File: config.mk
export PLATFORM = sky130hd
export DESIGN_NAME = hlbc_front
export DESIGN_NICKNAME = d
export VERILOG_FILES = /design/src/sv/hlbc_pkg.sv /design/src/sv/hlbc_front.sv
export SDC_FILE = /design/constraint.sdc
export NUM_CORES = 1
export LEC_CHECK = 0
export ABC_AREA = 1
export BUFFER_PORTS_ARGS = -buffer_cell sky130_fd_sc_hd__clkbuf_2
export CAP_MARGIN = 0
export CELL_PAD_IN_SITES_DETAIL_PLACEMENT = 1
export CELL_PAD_IN_SITES_GLOBAL_PLACEMENT = 2
export CORE_ASPECT_RATIO = 0.6
export CORE_MARGIN = 8
export CORE_UTILIZATION = 34
export CTS_CLUSTER_DIAMETER = 100
export DETAILED_ROUTE_END_ITERATION = 10
export GPL_TIMING_DRIVEN = 0
export MAX_ROUTING_LAYER = met4
export PLACE_DENSITY_LB_ADDON = 0.1
export SYNTH_ARGS = -nofsm -noshare
export SYNTH_HDL_FRONTEND = slang
export SYNTH_SLANG_ARGS = --single-unit
File: constraint.sdc
create_clock -name clk_i -period 6.2 [get_ports clk_i]
set_clock_uncertainty 0.15 [all_clocks]
set_input_delay 0.93 -clock clk_i [delete_from_list [all_inputs] [get_ports clk_i]]
set_output_delay 0.93 -clock clk_i [all_outputs]
set_load 0.03 [all_outputs]
File: src/sv/hlbc_pkg.sv
// hlbc_pkg: types and constants shared by the hot loop back-edge counter
// no dependencies
`timescale 1ns / 1ps

package hlbc_pkg;

  localparam int unsigned PC_W     = 64;
  localparam int unsigned HASH_W   = 32;
  localparam int unsigned COUNT_W  = 32;
  localparam int unsigned PID_W    = 6;
  localparam int unsigned CFG_IDX_W = 1;
  localparam int unsigned CFG_DATA_W = 32;

  localparam logic [CFG_IDX_W-1:0] REG_THRESHOLD = 1'd0;
  localparam logic [CFG_IDX_W-1:0] REG_ENABLE    = 1'd1;

  typedef enum logic [1:0] {
    ST_COUNTED  = 2'd0,
    ST_DISABLED = 2'd1,
    ST_FULL     = 2'd2
  } status_e;

  typedef enum logic [2:0] {
    BK_IDLE,
    BK_READ,
    BK_CMP,
    BK_NEW,
    BK_UPD
  } back_state_e;

  // one queued back-edge event, tagged by the front
  typedef struct packed {
    logic [PC_W-1:0]   pc;
    logic [HASH_W-1:0] hash;
    logic              dis;
  } que_item_t;

endpackage

File: src/sv/hlbc_front.sv
// hlbc_front: accepts back-edge events, tags them and queues them
// depends on hlbc_pkg
`timescale 1ns / 1ps

module hlbc_front (
  input  logic                     clk_i,
  input  logic                     rst_ni,
  input  logic                     in_valid_i,
  output logic                     in_stall_o,
  input  logic [hlbc_pkg::PC_W-1:0]   header_pc_i,
  input  logic [hlbc_pkg::HASH_W-1:0] func_hash_i,
  input  logic                     enable_i,
  output hlbc_pkg::que_item_t      item_o,
  output logic                     item_valid_o,
  input  logic                     item_pop_i
);
  import hlbc_pkg::*;

  que_item_t  que_q [2];
  logic       wr_ptr_q, wr_ptr_d;
  logic       rd_ptr_q, rd_ptr_d;
  logic [1:0] cnt_q, cnt_d;
  logic       push, pop;

  assign in_stall_o   = (cnt_q == 2'd2);
  assign push         = in_valid_i && !in_stall_o;
  assign pop          = item_pop_i && (cnt_q != 2'd0);
  assign item_valid_o = (cnt_q != 2'd0);
  assign item_o       = que_q[rd_ptr_q];

  always_comb begin
    wr_ptr_d = push ? !wr_ptr_q : wr_ptr_q;
    rd_ptr_d = pop ? !rd_ptr_q : rd_ptr_q;
    cnt_d    = cnt_q + {1'b0, push} - {1'b0, pop};
  end

  always_ff @(posedge clk_i or negedge rst_ni) begin
    if (!rst_ni) begin
      wr_ptr_q <= 1'b0;
      rd_ptr_q <= 1'b0;
      cnt_q    <= 2'd0;
    end else begin
      wr_ptr_q <= wr_ptr_d;
      rd_ptr_q <= rd_ptr_d;
      cnt_q    <= cnt_d;
    end
  end

  // monitor state is sampled at transfer
  always_ff @(posedge clk_i) begin
    if (push) begin
      que_q[wr_ptr_q] <= '{pc: header_pc_i, hash: func_hash_i, dis: !enable_i};
    end
  end

endmodule

Word-level counts from Yosys, hierarchy flattened --
Memories as Yosys holds them, arrays and structs flattened. Cells that the tools add are included.
Storage, ports and cells: register bits 4, memories kept 1, memory bits (writable) 194, logic and storage cells 16, output and inout bits 99
Cells by class: add/subtract/negate cells 2, muxes and demuxes 2, reduce and logical (&&, ||, !) cells 7, equality and inequality tests 1
Memories:
- que_q | words 2, width 97, read ports 1, clocked after Yosys merged registers in 0, wr ports 1, line hlbc_front.sv:19 | que_item_t que_q [2];
Operators by type and width (number):
- $logic_not 1->1 | 4
- $add 2x1->2 | 1
- $eq 2x2->1 const B | 1
- $logic_and 1x1->1 | 2
- $mux 1 | 2
- $reduce_bool 2->1 | 1
- $sub 2x1->2 | 1

Logic depth before layout (Yosys ltp) --
Gate-level depths: netlist (run 1).
word-level depth 5, mapped depth 10

Worst setup path after synthesis (run 1) --
Ideal clock, no wire load.
path type input-to-reg, from in in_valid_i, to mem que_q[1][0] (netlist name), enable pin, stages on the path 2, setup time 553 ps, required time 5497 ps, path buffers 0, arrival time 5051 ps, slack 445 ps, cell sequence nand2_1 -> nor2_1
Between the ends: word-level cells in the longest chain between the ends 3
RTL lines:
- start, declared | line hlbc_front.sv:8 | input logic in_valid_i,
- $logic_and 1x1->1 | line hlbc_front.sv:26 | assign push = in_valid_i && !in_stall_o;
- $mux 1 | line hlbc_front.sv:51 | if (push) begin
- $mux 1 (not written as such) | line hlbc_front.sv:52 | que_q[wr_ptr_q] <= '{pc: header_pc_i, hash: func_hash_i, dis: !enable_i};
- end, declared | line hlbc_front.sv:19
No other way between the ends.

==> qor.yml, run 1 <==
clock_tree:
  postCtsSetupRepairBufs: 0
  cts_resized: 0
  root_buffer: "clkbuf_16"
  cts_tree: "built"
  clk_path_buf_depth: 2
  clkSlewWorstSetupHoldPaths_ns: 0.07
  clk_latency_ns: 0.43
  cts_buffers: 17
  htreeDepth: 4
  cts_hold_buffers: 0
  clkSinkCount: 198
routing:
  totalWireLength_um: 19000
  routed-wl-met3_um: 969
  drcViolationCount: 0
  drtIter0Drc: 163
  vias: 4648
  drt-met1-wl_um: 8918
  routed.top_layer: "met4"
  via_per_inst: 4.414
  ant_nets: 0
  drt_pass1_iterations: 4
  post_drt_wl_per_cell_um: 18.04
  route.met2.wl_um: 8769
layout:
  nNetsFinal: 865
  fin_cells: 1053
  final_layout_size_suffix_gt1_share_pct: 32.47
  fillers: 2268
  fin_util_pct: 44.23
  areaGrowthSynthToFinish_pct: 27.64
place:
  placed_cells: 1022
  dpl.hpwl_um: 13670
  gp_congestion: 0.7484
  port_buffers: 199
  place_ws_ns: 3.542
sta:
  final_hold_viol_count: 0
  fin_ws_ns: 3.293
  relSlewSlack_pct: 48.56
  tightest_slew_ns: 0.7716
  final.min_clock_period_ns: 2.907
  rsz0062_at_grt: "no"
  fmax_ghz: 0.3440
  finalCritPeriodShare_pct: 46.89
  slew_viol_final: 0
  hold_ws_ns: 0.1499
  setup_viol: 0
critical_path:
  r2r-end: "que_q[0][64]"
  cp-end-kind: "output pin"
  reg2reg_from: "cnt_q[1]"
  reg2reg_depth: 4
  path_max_fanout: 10
  cpMaxStageDelayCell: "dfrtp_1"
  slowest_delay_ns: 0.36
  cp.required_ns: 5.12
  worstPathArrival_ns: 1.83
  rrSetupSlack_ns: 4.12
  worstSetupStartpointType: "register"
  path_cells: "buf_4 -> inv_4 -> buf_6 -> buf_6 -> nand2_1 -> nand2_1 -> clkbuf_2"
  critPathKind: "register to output pin"
logic_synthesis:
  ys_types: 11
  synth_cells: 540
  ys_ff_latch: 198
  avgSynthCellArea_um2: 13.50
  syn_nets: 643
  synth_seq_area_share_pct: 81.30
  synth_area_um2: 7288
  ys_warn_count: 0
grt:
  grt_first_pass_wirelength_um: 28590
  grt-ovfl-total: 0
  grt_pass1_vias: 5032
  antenna_found_initial: 1
  grt_usage_pct: 14.85
  grt_max_degree: 54
die:
  die_w_um: 205.0
  core_um2: 21030
  initial_core_util_pct: 34.65
  io_pins: 200
  row_count: 41
  die_area_um2: 26530
  die_height_um: 129.4
power:
  p_sw_mw: 2.081
  power_frac_seq_pct: 37.6
  comb_power_share_pct: 40.7
  switching_share_pct: 41.39
  peakVddDrop_mv: 0.2559
  p_leak_nw: 4.052
  pwr-share-clk_pct: 21.7
  powerDensity_nw_per_um2: 540.5
  p_int_mw: 2.947
hold_path:
  hold_class: "primary input to asynchronous set/reset pin"
run:
  cap_violations: 0
status:
  status: "complete, no violations"
==> cells by family after synthesis <==
group                      after synthesis  share of synthesized area (%)
adders and majority gates                2                         0.3433
DFF                                    198                          81.30
and+or+nand+nor                        308                          15.91
buffers and inverters                   32                          2.438
==> Yosys cell counts <==
library cell | count | area share [%]
edfxtp_1 | 194 | 80
dfrtp_1 | 4 | 1.4
ha_1 | 2 | 0.34
inv_4 | 1 | 0.086
nand2_1 | 304 | 16
nand3_1 | 3 | 0.21
inv_1 | 10 | 0.52
nor2_1 | 1 | 0.051
buf_6 | 3 | 0.46
buf_4 | 4 | 0.41
buf_2 | 14 | 0.96
==> power groups by stage <==
stage / Sequential [mW] / Clock, mW / Combinational [mW]
global route: 1.91 / 1.17 / 2.24
detailed placement: 1.92 / 0 / 2.10
CTS: 1.89 / 1.13 / 2.11
global placement: 1.97 / 0 / 2.02
finish: 1.89 / 1.09 / 2.05
floorplan: 1.94 / 0 / 1.34
==> worst max path at each step <==
stage	start	end
floorplan	in_valid_i	que_q[1][0]
detailed placement	in_valid_i	que_q[0][67]
global route	rd_ptr_q	item_o[46]
finish	rd_ptr_q	item_o[76]
global placement	in_valid_i	que_q[1][67]
CTS	rd_ptr_q	item_o[79]
==> sequential cells by signal, summed over array words and instances, names as in the netlist <==
register,count
que_q,194
cnt_q,2
wr_ptr_q,1
rd_ptr_q,1
==> placed cells by master (no fill, tap or decap), drive strengths merged <==
cell | Yosys | final
diode | 0 | 1
dfrtp | 4 | 4
nand3 | 3 | 3
inv | 11 | 11
buf | 21 | 25
clkinvlp | 0 | 3
clkbuf | 0 | 219
edfxtp | 194 | 194
clkinv | 0 | 4
nand2 | 304 | 304
nor2 | 1 | 1
bufinv | 0 | 3
ha | 2 | 2
==> per-stage QoR <==
step | power, mW | setup TNS (ns) | cell area [µm²]
finish | 5.028 | 0 | 9303
global route | 5.322 | 0 | 9303
CTS | 5.129 | 0 | 9300
detailed placement | 4.024 | 0 | 8731
global placement | 3.996 | -217.02 | 8633
floorplan | 3.282 | 0 | 7288
==> critical path, delay by kind of cell, from the launching register on <==
family / cells / cell delay, ns
buffers and inverters: 5 / 0.87
DFF: 1 / 0.36
and+or+nand+nor: 2 / 0.15
==> cell type report <==
cell class | instances | area [µm²] | share of cell area [%]
flip-flops and latches | 198 | 5926 | 63.70
inverters | 11 | 46.29 | 0.4976
repair buffers | 203 | 1084 | 11.65
clock buffers | 20 | 436.7 | 4.694
clock inverters | 10 | 132.6 | 1.426
multi-input cells | 310 | 1192 | 12.82
plain buffers | 21 | 133.9 | 1.439
diodes | 1 | 2.502 | 0.02690
well taps | 279 | 349.1 | 3.753
==> metal layers <==
layer	GRT usage (%)	up-vias
li1	-	2259
met1	18.96	2245
met2	22.58	122
met3	3.664	22
met4	6.114	0
met5	-	-
No activity file was read; power rests on OpenSTA's default activity.
==> run 2, diff against run 1 <==
- ABC_AREA: 1 -> 0
- clock period: 6.2 -> 2.66 ns (I/O delays scaled with it)
==> run 2 against run 1 <==
  * Critical path type unchanged
  * Clock power grew to 2.8 times the previous value
  * Die area is 0.14% lower
  * Global-route usage is 1.1 points lower
==> qor.yml, run 2 <==
status:
  status: "complete, no violations"
critical_path:
  path_max_fanout: 10
  cpLargestDelayFamily: "buffers and inverters"
  worstPathArrival_ns: 1.85
  r2r-end: "que_q[0][38]"
  reg2reg_from: "cnt_q[1]"
  worstSetupStartpointType: "register"
  critPathKind: "register to output pin"
  slowest_delay_ns: 0.38
  path_cells: "buf_6 -> buf_2 -> mux2_2 -> clkbuf_2"
  cp-end-kind: "output pin"
  rrSetupSlack_ns: 0.39
  cp.required_ns: 2.11
  cpMaxStageDelayCell: "mux2_2"
  crit_start: "rd_ptr_q"
  reg2reg_depth: 5
  critical_path_buf_inv_count: 3
logic_synthesis:
  synth_top_family_by_area: "multiplexers"
  async_flop_share_pct: 2.020
  yosysTopAreaCell: "edfxtp_1"
  synth.area.mux_share_pct: 16.04
  ys_warn_count: 0
  synth_cells: 321
  synth.area.top_cells: "edfxtp_1 (80%), mux2_2 (12%), mux2_4 (4.1%), dfrtp_1 (1.4%), buf_6 (0.62%)"
  synth-adder-area-share_pct: 0.3439
  ys_ff_latch: 198
  synth_xor_area_share_pct: 0.4814
  synth-simple-area-share_pct: 0.4470
  synth_top_cell_area_share_pct: 80.06
  avgSynthCellArea_um2: 22.67
  synth_area_um2: 7277
  synth_seq_area_share_pct: 81.43
  syn_nets: 424
  synth-main-ff-cell: "edfxtp_1"
  yosys-top-cells-count: "edfxtp_1 (194), mux2_2 (77), mux2_4 (20)"
  ys_types: 16
  synth_compound_area_share_pct: 0
  yosysMostFrequentCell: "edfxtp_1"
  synth_edf_count: 194
layout:
  layout_common_cells: "clkbuf_2 (199), edfxtp_1 (194), dlygate4sd3_1 (96)"
  nNetsFinal: 742
  final_common_cell: "clkbuf_2"
  final_layout_size_suffix_gt1_share_pct: 52.45
  top_register: "que_q"
  largest_register_ffs: 194
  areaGrowthSynthToFinish_pct: 42.83
  reg_top3: "que_q x194, cnt_q x2"
sta:
  finalCritPeriodShare_pct: 90.26
  final_hold_viol_count: 0
  fin_ws_ns: 0.2590
  relSlewSlack_pct: 49.50
  fmax_ghz: 0.4165
  rsz0062_at_grt: "no"
  final.min_clock_period_ns: 2.401
  tightest_slew_ns: 0.7575
  slew_viol_final: 0
  setup_viol: 0
place:
  place_ws_ns: 0.3526
  gp_congestion: 0.6966
  dpl.hpwl_um: 11990
  port_buffers: 199
die:
  row_count: 41
  core_um2: 20980
  die_area_um2: 26490
  io_pins: 200
  initial_core_util_pct: 34.68
  die_w_um: 204.9
  die_height_um: 129.3
clock_tree:
  root_buffer: "clkbuf_16"
  clkSlewWorstSetupHoldPaths_ns: 0.07
  clk_path_buf_depth: 2
  htreeDepth: 4
  clk_latency_ns: 0.43
  cts_resized: 0
  cts_tree: "built"
  cts_buffers: 17
  clkSinkCount: 198
routing:
  vias: 4071
  drcViolationCount: 0
  via_per_inst: 4.363
  totalWireLength_um: 17190
  drtIter0Drc: 135
  ant_nets: 0
  post_drt_wl_per_cell_um: 18.42
  drt_pass1_iterations: 4
power:
  switching_share_pct: 34.59
  finalPower_mw: 11.93
  comb_power_share_pct: 37.3
  p_int_mw: 7.803
  p_sw_mw: 4.126
  peakVddDrop_mv: 0.9137
  powerDensity_nw_per_um2: 1148
  p_leak_nw: 4.030
  power_frac_seq_pct: 37.0
  pwr-share-clk_pct: 25.7
grt:
  grt_first_pass_wirelength_um: 26540
  grt_max_degree: 51
  grt-ovfl-total: 0
  grt_usage_pct: 13.75
  grt_pass1_vias: 4673
  antenna_found_initial: 2
hold_path:
  min_from: "header_pc_i[56]"
  hold_class: "primary input to register"
  whs_endpoint: "que_q[1][89]"
  hold_depth: 1
run:
  cap_violations: 0
## run 2: cell types whose count changed after synthesis, sizes merged, moves of 3 or more
cell / delta
nand2: -303
mux2: +97
buf: -10
nand3: -3
xnor2: +3
inv: -8
## run 2: timing repair
item,in CTS,in global routing
hold buffers,96,0
endpoints found under the hold margin,193,0
setup buffers,0,0
## run 2: layout make-up
cell class              count  area, µm²
plain buffers              11      80.08
fillers                  2030      10590
diodes                      2      5.005
clock buffers              18      429.2
multi-input cells         109       1272
clock inverters            14      276.5
flip-flops and latches    198       5926
repair buffers            299       2044
well taps                 279      349.1
inverters                   3      11.26
## run 2: worst max path at each step
stage	endpoint	cells after the start
2_1_floorplan	que_q[0][0]	3
3_3_place_gp	que_q[0][46]	3
3_5_place_dp	que_q[0][38]	5
4_1_cts	item_o[34]	4
5_1_grt	item_o[36]	4
6_report	item_o[36]	4
## run 2: per-layer routing
metal	vias up	global-route usage (%)	routed length, µm
met5	-	-	0
met4	0	5.276	262
met3	18	4.487	1068
met2	108	21.02	7971
met1	2037	16.89	7885
li1	1908	-	-
## run 2: cells by family after synthesis
logic type / Yosys count
xor gates and xnor gates: 4
and+or+nand+nor: 6
buffers and inverters: 14
muxes: 97
adders and majority gates: 2
DFF: 198
## run 2: stage by stage
stage	hold WS [ns]	cells	setup TNS (ns)	utilization, %	cell area, µm²
after floorplan	-0.04659	321	0	-	7286
after global placement	0.06768	799	-135.86	41.14	8631
after detailed placement	0.07018	803	0	41.57	8722
after CTS	0.0003857	931	0	49.51	10390
after global routing	0.01031	933	0	49.54	10390
final	0.03319	933	0	49.54	10390
## run 2: power groups by stage
stage	Sequential [mW]	Combinational [mW]	Clock, mW
2_1_floorplan	4.46	3.08	0
3_5_place_dp	4.49	4.45	0
5_1_grt	4.48	4.77	3.25
3_3_place_gp	4.51	4.29	0
6_report	4.41	4.45	3.06
4_1_cts	4.43	4.57	3.15
==> run 3, diff against run 2 <==
- PLACE_DENSITY: unset -> 0.86
- PLACE_DENSITY_LB_ADDON: 0.1 -> unset
==> run 3 against run 2 <==
  * Non-clock buffer count fell by 27
  * Flip-flop and latch count did not move
  * Register-to-register slack barely moved
  * Sequential power barely moved
  * Global-route usage barely moved
  * Via count fell by 1.4%
==> qor.yml, run 3 (same netlist as run 2, synthesis figures left out) <==
status:
  status: "complete, no violations"
critical_path:
  slowest_delay_ns: 0.39
  crit_start: "rd_ptr_q"
  reg2reg_from: "cnt_q[1]"
  cpLargestDelayFamily: "buffers and inverters"
  reg2reg_depth: 5
  rrSetupSlack_ns: 0.40
  r2r-end: "que_q[0][25]"
  worstPathArrival_ns: 1.81
  cp.required_ns: 2.11
  path_cells: "buf_6 -> buf_2 -> mux2_2 -> clkbuf_2"
  path_max_fanout: 10
  critPathKind: "register to output pin"
  cp-end-kind: "output pin"
  cpMaxStageDelayCell: "mux2_2"
  critical_path_buf_inv_count: 3
  worstSetupStartpointType: "register"
die:
  initial_core_util_pct: 34.68
  io_pins: 200
  die_w_um: 204.9
  die_area_um2: 26490
  core_um2: 20980
  die_height_um: 129.3
  row_count: 41
clock_tree:
  clk_path_buf_depth: 2
  cts_buffers: 17
  htreeDepth: 4
  cts_resized: 0
  clkSlewWorstSetupHoldPaths_ns: 0.06
  clkSinkCount: 198
  root_buffer: "clkbuf_16"
  clk_latency_ns: 0.42
  cts_tree: "built"
sta:
  final_hold_viol_count: 0
  final.min_clock_period_ns: 2.355
  tightest_slew_ns: 0.6251
  rsz0062_at_grt: "no"
  finalCritPeriodShare_pct: 88.55
  relSlewSlack_pct: 58.23
  setup_viol: 0
  fmax_ghz: 0.4245
  slew_viol_final: 0
power:
  p_leak_nw: 3.822
  finalPower_mw: 11.08
  powerDensity_nw_per_um2: 1118
  peakVddDrop_mv: 0.8378
layout:
  top_register: "que_q"
  reg_top3: "que_q x194, cnt_q x2"
  nNetsFinal: 715
  largest_register_ffs: 194
  fillers: 2040
  layout_common_cells: "clkbuf_2 (199), edfxtp_1 (194), mux2_2 (77)"
  fin_util_pct: 47.26
  final_common_cell: "clkbuf_2"
  final_layout_size_suffix_gt1_share_pct: 54.25
  antenna_cells: 0
  areaGrowthSynthToFinish_pct: 36.26
routing:
  via_per_inst: 4.448
  drt_pass1_iterations: 4
  drcViolationCount: 0
  post_drt_wl_per_cell_um: 19.26
  totalWireLength_um: 17370
  vias: 4012
  ant_nets: 0
  drtIter0Drc: 142
place:
  dpl.hpwl_um: 12310
  port_buffers: 199
  gp_congestion: 0.7640
grt:
  grt_pass1_vias: 4570
  grt_max_degree: 60
  grt_first_pass_wirelength_um: 26450
  grt_usage_pct: 13.71
  grt-ovfl-total: 0
  antenna_found_initial: 0
hold_path:
  whs_endpoint: "que_q[1][11]"
  min_from: "func_hash_i[10]"
  hold_depth: 1
  hold_class: "primary input to register"
run:
  cap_violations: 0
==> run 3: cell count changes in the layout (fill, tap and decap cells not counted) <==
cell,previous run,this run
bufinv_16,8,0
clkinv_4,1,0
clkinv_2,0,3
buf_12,3,2
clkinvlp_4,1,2
inv_6,1,2
buf_16,1,2
clkbuf_1,1,3
diode_2,2,0
dlygate4sd3_1,96,69
==> run 3: report_power, final <==
group / total, mW / switching [mW] / internal [mW]
clock network: 2.23 / 1.06 / 1.18
logic: 4.41 / 2.84 / 1.58
registers: 4.44 / 0.177 / 4.26
==> run 3: per-stage QoR <==
step           hold slack (ns)  instance area [µm²]  cells  worst slack [ns]  TNS (ns)
4_1_cts              0.0001706                 9896    900            0.2171         0
3_3_place_gp           0.06537                 8631    799           -0.6842    -85.22
2_1_floorplan         -0.04659                 7286    321           0.03574         0
6_report               0.02924                 9916    902            0.3045         0
3_5_place_dp           0.07413                 8730    803            0.4017         0
5_1_grt               0.004315                 9916    902            0.1566         0
==> run 3: final cells by class <==
type / count / area (µm²) / area share, %
Timing Repair Buffer: 272 / 1782 / 17.97
Multi-Input combinational cell: 109 / 1272 / 12.83
Inverter: 3 / 11.26 / 0.1136
Buffer: 11 / 80.08 / 0.8076
Sequential cell: 198 / 5926 / 59.76
Clock inverter: 10 / 58.81 / 0.5931
Tap cell: 279 / 349.1 / 3.521
Clock buffer: 20 / 436.7 / 4.404
==> run 3: worst max-delay path by stage <==
stage,end,slack (ns),cells past startpoint
6_report,item_o[31],0.30,4
5_1_grt,item_o[35],0.16,4
4_1_cts,item_o[31],0.22,4
3_5_place_dp,que_q[0][22],0.40,5
3_3_place_gp,que_q[0][17],-0.68,3
2_1_floorplan,que_q[0][0],0.04,3
==> run 3: what timing repair did <==
action / CTS / global route
endpoints found under the hold margin: 128 / 3
hold buffers: 67 / 2
setup buffers: 0 / 0
==> run 3: per-layer routing <==
metal | routed length [µm] | up-vias | share of wire (%) | global-route usage [%]
met5 | 0 | - | 0 | -
met4 | 192 | 0 | 1.1 | 4.104
met3 | 1292 | 15 | 7.4 | 4.561
met2 | 8410 | 146 | 48 | 22.05
met1 | 7479 | 2006 | 43 | 16.34
li1 | - | 1845 | - | -
